### src/rtl/acg_pkg.sv
package acg_pkg;

    // Width of every coordinate and penetration field at the ports
    localparam int FIELD_WIDTH = 32;

    // Number of spatial axes
    localparam int AXES = 3;

    typedef enum logic [1:0] {
        AXIS_X = 2'd0,
        AXIS_Y = 2'd1,
        AXIS_Z = 2'd2
    } axis_t;

    // Load strobes, one per pipeline stage
    typedef struct packed {
        logic s1;
        logic s2;
        logic s3;
        logic s4;
    } stage_load_t;

endpackage

### src/rtl/acg_overlap.sv
module acg_overlap #(
    parameter int COORD_WIDTH = 32
) (
    input  logic                                  clk,
    input  acg_pkg::stage_load_t                  load,
    input  logic [acg_pkg::FIELD_WIDTH-1:0]       a_min [acg_pkg::AXES],
    input  logic [acg_pkg::FIELD_WIDTH-1:0]       a_max [acg_pkg::AXES],
    input  logic [acg_pkg::FIELD_WIDTH-1:0]       b_min [acg_pkg::AXES],
    input  logic [acg_pkg::FIELD_WIDTH-1:0]       b_max [acg_pkg::AXES],
    output logic                                  hit,
    output logic signed [COORD_WIDTH:0]           pen [acg_pkg::AXES],
    output logic signed [COORD_WIDTH:0]           sum_a [acg_pkg::AXES],
    output logic signed [COORD_WIDTH:0]           sum_b [acg_pkg::AXES],
    output logic signed [COORD_WIDTH-1:0]         a_lo [acg_pkg::AXES],
    output logic signed [COORD_WIDTH-1:0]         a_hi [acg_pkg::AXES]
);
    import acg_pkg::*;

    localparam int CW = COORD_WIDTH;
    localparam int EW = (CW > FIELD_WIDTH) ? CW : FIELD_WIDTH;

    logic [EW-1:0]             amin_e [AXES];
    logic [EW-1:0]             amax_e [AXES];
    logic [EW-1:0]             bmin_e [AXES];
    logic [EW-1:0]             bmax_e [AXES];
    logic signed [CW-1:0]      amin [AXES];
    logic signed [CW-1:0]      amax [AXES];
    logic signed [CW-1:0]      bmin [AXES];
    logic signed [CW-1:0]      bmax [AXES];
    logic signed [CW-1:0]      upper [AXES];
    logic signed [CW-1:0]      lower [AXES];
    logic [AXES-1:0]           axis_hit;

    logic                      hit_reg;
    logic signed [CW:0]        pen_reg [AXES];
    logic signed [CW:0]        pen_next [AXES];
    logic signed [CW:0]        sum_a_reg [AXES];
    logic signed [CW:0]        sum_a_next [AXES];
    logic signed [CW:0]        sum_b_reg [AXES];
    logic signed [CW:0]        sum_b_next [AXES];
    logic signed [CW-1:0]      a_lo_reg [AXES];
    logic signed [CW-1:0]      a_hi_reg [AXES];

    // Take the low coordinate bits of each field as a signed value
    always_comb
    begin
        for (int i = 0; i < AXES; i++)
        begin
            amin_e[i] = EW'(a_min[i]);
            amax_e[i] = EW'(a_max[i]);
            bmin_e[i] = EW'(b_min[i]);
            bmax_e[i] = EW'(b_max[i]);
            amin[i]   = signed'(amin_e[i][CW-1:0]);
            amax[i]   = signed'(amax_e[i][CW-1:0]);
            bmin[i]   = signed'(bmin_e[i][CW-1:0]);
            bmax[i]   = signed'(bmax_e[i][CW-1:0]);
        end
    end

    always_comb
    begin
        for (int i = 0; i < AXES; i++)
        begin
            axis_hit[i]   = (amax[i] > bmin[i]) && (amin[i] < bmax[i]);
            upper[i]      = (amax[i] < bmax[i]) ? amax[i] : bmax[i];
            lower[i]      = (amin[i] > bmin[i]) ? amin[i] : bmin[i];
            pen_next[i]   = (CW+1)'(upper[i]) - (CW+1)'(lower[i]);
            sum_a_next[i] = (CW+1)'(amin[i]) + (CW+1)'(amax[i]);
            sum_b_next[i] = (CW+1)'(bmin[i]) + (CW+1)'(bmax[i]);
        end
    end

    always_ff @(posedge clk)
    begin
        if (load.s1)
        begin
            hit_reg <= &axis_hit;
            for (int i = 0; i < AXES; i++)
            begin
                pen_reg[i]   <= pen_next[i];
                sum_a_reg[i] <= sum_a_next[i];
                sum_b_reg[i] <= sum_b_next[i];
                a_lo_reg[i]  <= amin[i];
                a_hi_reg[i]  <= amax[i];
            end
        end
    end

    assign hit   = hit_reg;
    assign pen   = pen_reg;
    assign sum_a = sum_a_reg;
    assign sum_b = sum_b_reg;
    assign a_lo  = a_lo_reg;
    assign a_hi  = a_hi_reg;

endmodule

### src/rtl/acg_axis_select.sv
module acg_axis_select #(
    parameter int COORD_WIDTH = 32
) (
    input  logic                                  clk,
    input  acg_pkg::stage_load_t                  load,
    input  logic                                  hit,
    input  logic signed [COORD_WIDTH:0]           pen [acg_pkg::AXES],
    input  logic signed [COORD_WIDTH:0]           sum_a [acg_pkg::AXES],
    input  logic signed [COORD_WIDTH:0]           sum_b [acg_pkg::AXES],
    input  logic signed [COORD_WIDTH-1:0]         a_lo [acg_pkg::AXES],
    input  logic signed [COORD_WIDTH-1:0]         a_hi [acg_pkg::AXES],
    output logic                                  sel_hit,
    output acg_pkg::axis_t                        sel_axis,
    output logic signed [COORD_WIDTH:0]           sel_pen,
    output logic signed [COORD_WIDTH:0]           sel_sum_a,
    output logic signed [COORD_WIDTH:0]           sel_sum_b,
    output logic signed [COORD_WIDTH-1:0]         sel_lo,
    output logic signed [COORD_WIDTH-1:0]         sel_hi,
    output logic signed [COORD_WIDTH-1:0]         center [acg_pkg::AXES]
);
    import acg_pkg::*;

    localparam int CW = COORD_WIDTH;

    axis_t                 axis_next;
    logic signed [CW:0]    pen_xy;

    logic                  hit_reg;
    axis_t                 axis_reg;
    logic signed [CW:0]    pen_reg;
    logic signed [CW:0]    sum_a_reg;
    logic signed [CW:0]    sum_b_reg;
    logic signed [CW-1:0]  lo_reg;
    logic signed [CW-1:0]  hi_reg;
    logic signed [CW-1:0]  center_reg [AXES];

    // Least penetration; ties keep the earlier axis
    always_comb
    begin
        axis_next = AXIS_X;
        pen_xy    = pen[AXIS_X];
        if (pen[AXIS_Y] < pen[AXIS_X])
        begin
            axis_next = AXIS_Y;
            pen_xy    = pen[AXIS_Y];
        end
        if (pen[AXIS_Z] < pen_xy)
        begin
            axis_next = AXIS_Z;
        end
    end

    always_ff @(posedge clk)
    begin
        if (load.s2)
        begin
            hit_reg   <= hit;
            axis_reg  <= axis_next;
            pen_reg   <= pen[axis_next];
            sum_a_reg <= sum_a[axis_next];
            sum_b_reg <= sum_b[axis_next];
            lo_reg    <= a_lo[axis_next];
            hi_reg    <= a_hi[axis_next];
            // Floor of half the sum: drop the low bit of the sign-extended sum
            for (int i = 0; i < AXES; i++)
            begin
                center_reg[i] <= signed'(sum_a[i][CW:1]);
            end
        end
    end

    assign sel_hit   = hit_reg;
    assign sel_axis  = axis_reg;
    assign sel_pen   = pen_reg;
    assign sel_sum_a = sum_a_reg;
    assign sel_sum_b = sum_b_reg;
    assign sel_lo    = lo_reg;
    assign sel_hi    = hi_reg;
    assign center    = center_reg;

endmodule

### src/rtl/acg_contact.sv
module acg_contact #(
    parameter int COORD_WIDTH = 32
) (
    input  logic                                  clk,
    input  acg_pkg::stage_load_t                  load,
    input  logic                                  sel_hit,
    input  acg_pkg::axis_t                        sel_axis,
    input  logic signed [COORD_WIDTH:0]           sel_pen,
    input  logic signed [COORD_WIDTH:0]           sel_sum_a,
    input  logic signed [COORD_WIDTH:0]           sel_sum_b,
    input  logic signed [COORD_WIDTH-1:0]         sel_lo,
    input  logic signed [COORD_WIDTH-1:0]         sel_hi,
    input  logic signed [COORD_WIDTH-1:0]         center [acg_pkg::AXES],
    output logic                                  colliding,
    output logic [1:0]                            normal_axis,
    output logic                                  normal_negative,
    output logic [acg_pkg::FIELD_WIDTH-1:0]       penetration,
    output logic signed [acg_pkg::FIELD_WIDTH-1:0] contact [acg_pkg::AXES]
);
    import acg_pkg::*;

    localparam int CW = COORD_WIDTH;

    // Stage 3: normal sign and unsaturated contact on the chosen axis
    logic                  neg_next;
    logic signed [CW+1:0]  c_neg;
    logic signed [CW+1:0]  c_pos;

    logic                  hit3_reg;
    axis_t                 axis3_reg;
    logic signed [CW:0]    pen3_reg;
    logic                  neg3_reg;
    logic signed [CW+1:0]  c_axis_reg;
    logic signed [CW-1:0]  center3_reg [AXES];

    always_comb
    begin
        neg_next = sel_sum_b < sel_sum_a;
        c_neg    = (CW+2)'(sel_lo) + (CW+2)'(sel_pen);
        c_pos    = (CW+2)'(sel_hi) - (CW+2)'(sel_pen);
    end

    always_ff @(posedge clk)
    begin
        if (load.s3)
        begin
            hit3_reg    <= sel_hit;
            axis3_reg   <= sel_axis;
            pen3_reg    <= sel_pen;
            neg3_reg    <= neg_next;
            c_axis_reg  <= neg_next ? c_neg : c_pos;
            center3_reg <= center;
        end
    end

    // Stage 4: saturate, clamp penetration, zero everything on a miss
    logic                  fits;
    logic signed [CW-1:0]  c_sat;
    logic [CW-1:0]         pen_u;
    logic signed [CW-1:0]  coord [AXES];

    logic                  colliding_reg;
    logic [1:0]            normal_axis_reg;
    logic                  normal_negative_reg;
    logic [FIELD_WIDTH-1:0] penetration_reg;
    logic signed [FIELD_WIDTH-1:0] contact_reg [AXES];

    always_comb
    begin
        fits = (c_axis_reg[CW+1:CW-1] == '0) || (c_axis_reg[CW+1:CW-1] == '1);
        if (fits)
        begin
            c_sat = c_axis_reg[CW-1:0];
        end
        else if (c_axis_reg[CW+1])
        begin
            c_sat = {1'b1, {(CW-1){1'b0}}};
        end
        else
        begin
            c_sat = {1'b0, {(CW-1){1'b1}}};
        end
        pen_u = pen3_reg[CW] ? '0 : pen3_reg[CW-1:0];
        for (int i = 0; i < AXES; i++)
        begin
            coord[i] = (axis3_reg == axis_t'(i)) ? c_sat : center3_reg[i];
        end
    end

    always_ff @(posedge clk)
    begin
        if (load.s4)
        begin
            colliding_reg <= hit3_reg;
            if (hit3_reg)
            begin
                normal_axis_reg     <= 2'(axis3_reg);
                normal_negative_reg <= neg3_reg;
                penetration_reg     <= FIELD_WIDTH'(pen_u);
                for (int i = 0; i < AXES; i++)
                begin
                    contact_reg[i] <= FIELD_WIDTH'(coord[i]);
                end
            end
            else
            begin
                normal_axis_reg     <= '0;
                normal_negative_reg <= 1'b0;
                penetration_reg     <= '0;
                for (int i = 0; i < AXES; i++)
                begin
                    contact_reg[i] <= '0;
                end
            end
        end
    end

    assign colliding       = colliding_reg;
    assign normal_axis     = normal_axis_reg;
    assign normal_negative = normal_negative_reg;
    assign penetration     = penetration_reg;
    assign contact         = contact_reg;

endmodule

### src/rtl/aabb_contact_generator.sv
// Channel  | Handshake                 | Payload
// ---------+---------------------------+------------------------------------------------
// box      | box_valid / box_stall     | a_min_*, a_max_*, b_min_*, b_max_* (x, y, z)
// contact  | contact_valid / contact_stall | colliding, normal_axis, normal_negative,
//          |                           | penetration, contact_x/y/z
//
// One transaction enters per cycle while box_stall is low; results leave in the order they entered.
// Stages: overlap test and per-axis penetration, least-penetration axis,
// normal sign and contact add, saturation into the output register.
// Reset clears only the stage valid bits; data registers are not reset.
// A stall holds only the stages that are full behind it, so bubbles are
// squeezed out and nothing is dropped or repeated.
module aabb_contact_generator #(
    parameter int COORD_WIDTH = 32
) (
    input  logic                                   clk,
    input  logic                                   rst_n,

    input  logic                                   box_valid,
    output logic                                   box_stall,
    input  logic signed [acg_pkg::FIELD_WIDTH-1:0] a_min_x,
    input  logic signed [acg_pkg::FIELD_WIDTH-1:0] a_min_y,
    input  logic signed [acg_pkg::FIELD_WIDTH-1:0] a_min_z,
    input  logic signed [acg_pkg::FIELD_WIDTH-1:0] a_max_x,
    input  logic signed [acg_pkg::FIELD_WIDTH-1:0] a_max_y,
    input  logic signed [acg_pkg::FIELD_WIDTH-1:0] a_max_z,
    input  logic signed [acg_pkg::FIELD_WIDTH-1:0] b_min_x,
    input  logic signed [acg_pkg::FIELD_WIDTH-1:0] b_min_y,
    input  logic signed [acg_pkg::FIELD_WIDTH-1:0] b_min_z,
    input  logic signed [acg_pkg::FIELD_WIDTH-1:0] b_max_x,
    input  logic signed [acg_pkg::FIELD_WIDTH-1:0] b_max_y,
    input  logic signed [acg_pkg::FIELD_WIDTH-1:0] b_max_z,

    output logic                                   contact_valid,
    input  logic                                   contact_stall,
    output logic                                   colliding,
    output logic [1:0]                             normal_axis,
    output logic                                   normal_negative,
    output logic [acg_pkg::FIELD_WIDTH-1:0]        penetration,
    output logic signed [acg_pkg::FIELD_WIDTH-1:0] contact_x,
    output logic signed [acg_pkg::FIELD_WIDTH-1:0] contact_y,
    output logic signed [acg_pkg::FIELD_WIDTH-1:0] contact_z
);
    import acg_pkg::*;

    localparam int CW = COORD_WIDTH;

    // Gather the ports into per-axis arrays
    logic [FIELD_WIDTH-1:0] a_min_f [AXES];
    logic [FIELD_WIDTH-1:0] a_max_f [AXES];
    logic [FIELD_WIDTH-1:0] b_min_f [AXES];
    logic [FIELD_WIDTH-1:0] b_max_f [AXES];

    assign a_min_f[AXIS_X] = a_min_x;
    assign a_min_f[AXIS_Y] = a_min_y;
    assign a_min_f[AXIS_Z] = a_min_z;
    assign a_max_f[AXIS_X] = a_max_x;
    assign a_max_f[AXIS_Y] = a_max_y;
    assign a_max_f[AXIS_Z] = a_max_z;
    assign b_min_f[AXIS_X] = b_min_x;
    assign b_min_f[AXIS_Y] = b_min_y;
    assign b_min_f[AXIS_Z] = b_min_z;
    assign b_max_f[AXIS_X] = b_max_x;
    assign b_max_f[AXIS_Y] = b_max_y;
    assign b_max_f[AXIS_Z] = b_max_z;

    // Pipeline control: a stage loads when it is empty or the one after it loads
    logic        v1_reg;
    logic        v2_reg;
    logic        v3_reg;
    logic        v4_reg;
    stage_load_t load;

    always_comb
    begin
        load.s4 = !v4_reg || !contact_stall;
        load.s3 = !v3_reg || load.s4;
        load.s2 = !v2_reg || load.s3;
        load.s1 = !v1_reg || load.s2;
    end

    always_ff @(posedge clk or negedge rst_n)
    begin
        if (!rst_n)
        begin
            v1_reg <= 1'b0;
            v2_reg <= 1'b0;
            v3_reg <= 1'b0;
            v4_reg <= 1'b0;
        end
        else
        begin
            if (load.s1)
            begin
                v1_reg <= box_valid;
            end
            if (load.s2)
            begin
                v2_reg <= v1_reg;
            end
            if (load.s3)
            begin
                v3_reg <= v2_reg;
            end
            if (load.s4)
            begin
                v4_reg <= v3_reg;
            end
        end
    end

    assign box_stall     = !load.s1;
    assign contact_valid = v4_reg;

    // Stage 1: overlap test, penetration and center sums per axis
    logic                  s1_hit;
    logic signed [CW:0]    s1_pen [AXES];
    logic signed [CW:0]    s1_sum_a [AXES];
    logic signed [CW:0]    s1_sum_b [AXES];
    logic signed [CW-1:0]  s1_lo [AXES];
    logic signed [CW-1:0]  s1_hi [AXES];

    acg_overlap #(
        .COORD_WIDTH (COORD_WIDTH)
    ) u_overlap (
        .clk   (clk),
        .load  (load),
        .a_min (a_min_f),
        .a_max (a_max_f),
        .b_min (b_min_f),
        .b_max (b_max_f),
        .hit   (s1_hit),
        .pen   (s1_pen),
        .sum_a (s1_sum_a),
        .sum_b (s1_sum_b),
        .a_lo  (s1_lo),
        .a_hi  (s1_hi)
    );

    // Stage 2: pick the axis of least penetration, halve A's center sums
    logic                  s2_hit;
    axis_t                 s2_axis;
    logic signed [CW:0]    s2_pen;
    logic signed [CW:0]    s2_sum_a;
    logic signed [CW:0]    s2_sum_b;
    logic signed [CW-1:0]  s2_lo;
    logic signed [CW-1:0]  s2_hi;
    logic signed [CW-1:0]  s2_center [AXES];

    acg_axis_select #(
        .COORD_WIDTH (COORD_WIDTH)
    ) u_axis_select (
        .clk       (clk),
        .load      (load),
        .hit       (s1_hit),
        .pen       (s1_pen),
        .sum_a     (s1_sum_a),
        .sum_b     (s1_sum_b),
        .a_lo      (s1_lo),
        .a_hi      (s1_hi),
        .sel_hit   (s2_hit),
        .sel_axis  (s2_axis),
        .sel_pen   (s2_pen),
        .sel_sum_a (s2_sum_a),
        .sel_sum_b (s2_sum_b),
        .sel_lo    (s2_lo),
        .sel_hi    (s2_hi),
        .center    (s2_center)
    );

    // Stages 3 and 4: normal sign, contact point, saturation, output register
    logic signed [FIELD_WIDTH-1:0] contact_f [AXES];

    acg_contact #(
        .COORD_WIDTH (COORD_WIDTH)
    ) u_contact (
        .clk             (clk),
        .load            (load),
        .sel_hit         (s2_hit),
        .sel_axis        (s2_axis),
        .sel_pen         (s2_pen),
        .sel_sum_a       (s2_sum_a),
        .sel_sum_b       (s2_sum_b),
        .sel_lo          (s2_lo),
        .sel_hi          (s2_hi),
        .center          (s2_center),
        .colliding       (colliding),
        .normal_axis     (normal_axis),
        .normal_negative (normal_negative),
        .penetration     (penetration),
        .contact         (contact_f)
    );

    assign contact_x = contact_f[AXIS_X];
    assign contact_y = contact_f[AXIS_Y];
    assign contact_z = contact_f[AXIS_Z];

endmodule

### config.mk
export PLATFORM = sky130hd
export DESIGN_NAME = aabb_contact_generator
export DESIGN_NICKNAME = d
export VERILOG_FILES = /design/src/rtl/acg_pkg.sv /design/src/rtl/acg_overlap.sv /design/src/rtl/acg_axis_select.sv /design/src/rtl/acg_contact.sv /design/src/rtl/aabb_contact_generator.sv
export SDC_FILE = /design/constraint.sdc
export NUM_CORES = 2
export LEC_CHECK = 0
export ABC_AREA = 1
export BUFFER_PORTS_ARGS = -buffer_cell sky130_fd_sc_hd__buf_2
export CAP_MARGIN = 20
export CORE_UTILIZATION = 40
export DETAILED_ROUTE_END_ITERATION = 10
export GPL_TIMING_DRIVEN = 0
export SYNTH_ARGS = -nofsm -noshare
export SYNTH_HDL_FRONTEND = slang
export SYNTH_HIERARCHICAL = 1
export SYNTH_SLANG_ARGS = --single-unit
### constraint.sdc
create_clock -name clk -period 12.75 [get_ports clk]
set_input_delay 1.275 -clock clk [delete_from_list [all_inputs] [get_ports clk]]
set_output_delay 1.275 -clock clk [all_outputs]
set_load 0.005 [all_outputs]
==> results by group <==
Floorplanning
  • Num ports: about 520
  • Core Area: 186000 um^2
  • Die Ht: roughly 430 um
  • Die X: 434 um
  • Initial Utilization: 40.3%
  • Number of placement rows: 158
  • Die area: 189000 um^2

Layout
  • Layout Cells excl Fill: 12200
  • Layout cell share with drive strength beyond 1: around a tenth
  • Post-route cell area: about 85000 um^2
  • Area delta synth->final: 13.4%
  • Fillers: 18300
  • Final net count: 10800

Route
  • Drt pass-1 iters: 7
  • Via count: 68000
  • Overall routed net length: 340 mm
  • Remaining routing DRC violations: 0
  • Vias per inst: around 5.6
  • DR iter-0 viols: 7966
  • Antenna-violating nets left: 0
  • Drt wl/cell: 27.9 um

Timing
  • Hold WS: 270 ps
  • Clk_skew: 122 ps
  • Worst-margin pin slew: 1070 ps
  • Max-Slew Margin vs Limit: between 20% and 30%
  • Max-slew violation count: 0
  • Hold Violations, Final: 0
  • Achievable Freq: 156 MHz
  • Unrepaired setup endpoints after global routing: no
  • Minimum clock period after layout: 6410 ps
  • Part of the cycle the worst path needs: between 50 and 60%
  • Final setup violation count: 0

Global routing
  • Met1 GRT Util: between 40% and 50%
  • Grt met3 use: under 10%
  • Initial antenna violation count: 51
  • Busiest grt layer: met2
  • Global route overflow: 0
  • Largest net degree at the start of global routing: 123
  • Vias in the first global route: 63600
  • GRT Util Overall: 35.0%
  • GR Util met2: 53.5%
  • First-pass GRT wire length: 461 mm

Synth
  • Most frequent cell after synthesis: nand2_1
  • Top cells by count, synth: nand2_1 (2538), edfxtp_1 (1051), inv_1 (997)
  • Post-synthesis sequential area ratio: around 42%
  • Asr flop ratio synth: 0.379%
  • Post-synth top area cell: edfxtp_1
  • Post-Synthesis Cell Area: 74800 um^2
  • Synthesized Nets: 10200
  • Post-synth EDFFs: around 1100
  • Synth cell types: 54
  • Synth Register Bits: 1055
  • Mapped Cells: 8925
  • Synthesis warning total: 6
  • Ranking of synthesized cells by area: edfxtp_1 (42%), ha_1 (14%), nand2_1 (13%)
  • Prevailing post-synth register cell: edfxtp_1
  • Average size of a mapped cell: around 8.4 um^2
  • Post-synth top area share: 42.2%

Worst setup path
  • Data arrival time at the worst-slack endpoint: 6950 ps
  • Crit-path max cell delay: 580 ps
  • Kind of critical path: reg2reg
  • Worst Setup End Kind: flip-flop
  • Critical Path RT: 13290 ps
  • Startpoint Class: flip-flop
  • Worst-path fanout max: 10
  • Slowest-stage cell, CP: clkbuf_1
  • Cell repeated most along the worst path: nand2_1

Clock network
  • Worst skew pair latency: 800 ps
  • Clk buf depth: 3
  • Post-CTS Setup Bufs: 0
  • CTS sink cnt: 1055
  • CTS resizes: 0
  • CTS H-tree lvls: 3
  • Clock tree root buffer cell: clkbuf_16
  • Clock Pin Slew Worst Setup and Hold Paths: 70 ps
  • CTS tree: yes
  • CTS hold repair buffers: 0
  • CTS Buf Count: between 100 and 150

Outcome
  • Status: complete, no violations

Placement
  • Hpwl dp: 286 mm
  • Gp weighted congestion: about 1.0
  • I/O Buffers: 521
  • Cells after DPL: about 12000
  • Post-DP Area: 80900 um^2

Power and ir drop
  • LEAKAGE: 40.1 nW
  • Pwr/cell area: 310 nW/um^2
  • Peak supply drop: 0.000341 V
  • Total power: 26.3 mW

Job
  • Max_cap viols: 0

Min path
  • HP Class: in2async
[per-layer routing]
metal  vias up  share of wire, %
met5         -              0.16
met1     32100                41
met4        26               6.3
met3       764               9.0
li1      31700                 -
met2      3381                43
[stage by stage]
step / worst slack, ps / utilization, % / TNS, ps
floorplan: 519 / - / 0
global placement: -4350 / 43.4 / -2117050
detailed placement: 6480 / 43.6 / 0
CTS: 6520 / 45.6 / 0
global route: 5990 / 45.7 / 0
finish: 6340 / 45.7 / 0
[worst paths after layout]
check,from,to,cells past startpoint,slack (ps)
worst max-delay path,u_overlap/pen[98],u_axis_select/sel_sum_b[30],30,6340
worst min-delay path,rst_n,contact_valid,1,270
worst max register to register,u_overlap/pen[98],u_axis_select/sel_sum_b[30],30,6340
worst min register to register,u_axis_select/center[22],u_contact/center3_reg[22],0,370
max in group asynchronous,rst_n,v2_reg,1,12360
min in group clk,u_axis_select/center[22],u_contact/center3_reg[22],0,370
[power by group]
part / switching, mW / internal [mW] / leakage, nW
clock: 1.48 / 1.85 / 1.80
sequential: 0.688 / 5.70 / 10.9
combinational: 12.2 / 4.31 / 27.4
[cells by family (layout without fill, tap and decap cells)]
logic type      count (synthesis)  after routing  synth area share (%)
compound gates               1417           1417                  10.2
xor+xnor                      291            291                  3.41
fa+ha+maj                     839            839                  14.1
buf+inv                      1209           1958                  6.64
flops                        1055           1055                  42.3
other cells                     0             26                     0
simple gates                 4114           4114                  23.2
[layout make-up]
class	count	area, um^2	area share (%)
Multi-Input combinational cell	6661	38200	45.0
Sequential cell	1055	31700	37.3
Inverter	999	3750	4.43
Tap cell	2480	3100	3.66
Timing Repair Buffer	536	3010	3.55
Clock buffer	127	2900	3.42
Buffer	210	1210	1.43
Clock inverter	86	906	1.07
Antenna cell	26	65.1	0.0767
[worst max-delay path: cells and delay by family, from the launching register on]
family                     cells  cell delay, ps
and+or+nand+nor               19            2930
adders and majority gates      2             650
buffers and inverters          8            1790
DFF                            1             490
AOI/OAI and AO/OA              1             370
[layout by cell type, fill, tap and decap left out, types with 178 or more instances in the layout]
master    netlist  routed
nand4_1       178     178
a21oi_1       793     793
o21ai_0       358     358
nand3_1       499     499
nor2_1        662     662
ha_1          828     828
nand2_1      2538    2537
buf_2          81     602
xor2_1        228     228
edfxtp_1     1051    1051
inv_1         997     996
Note: power is estimated with default switching activity, not from simulation.
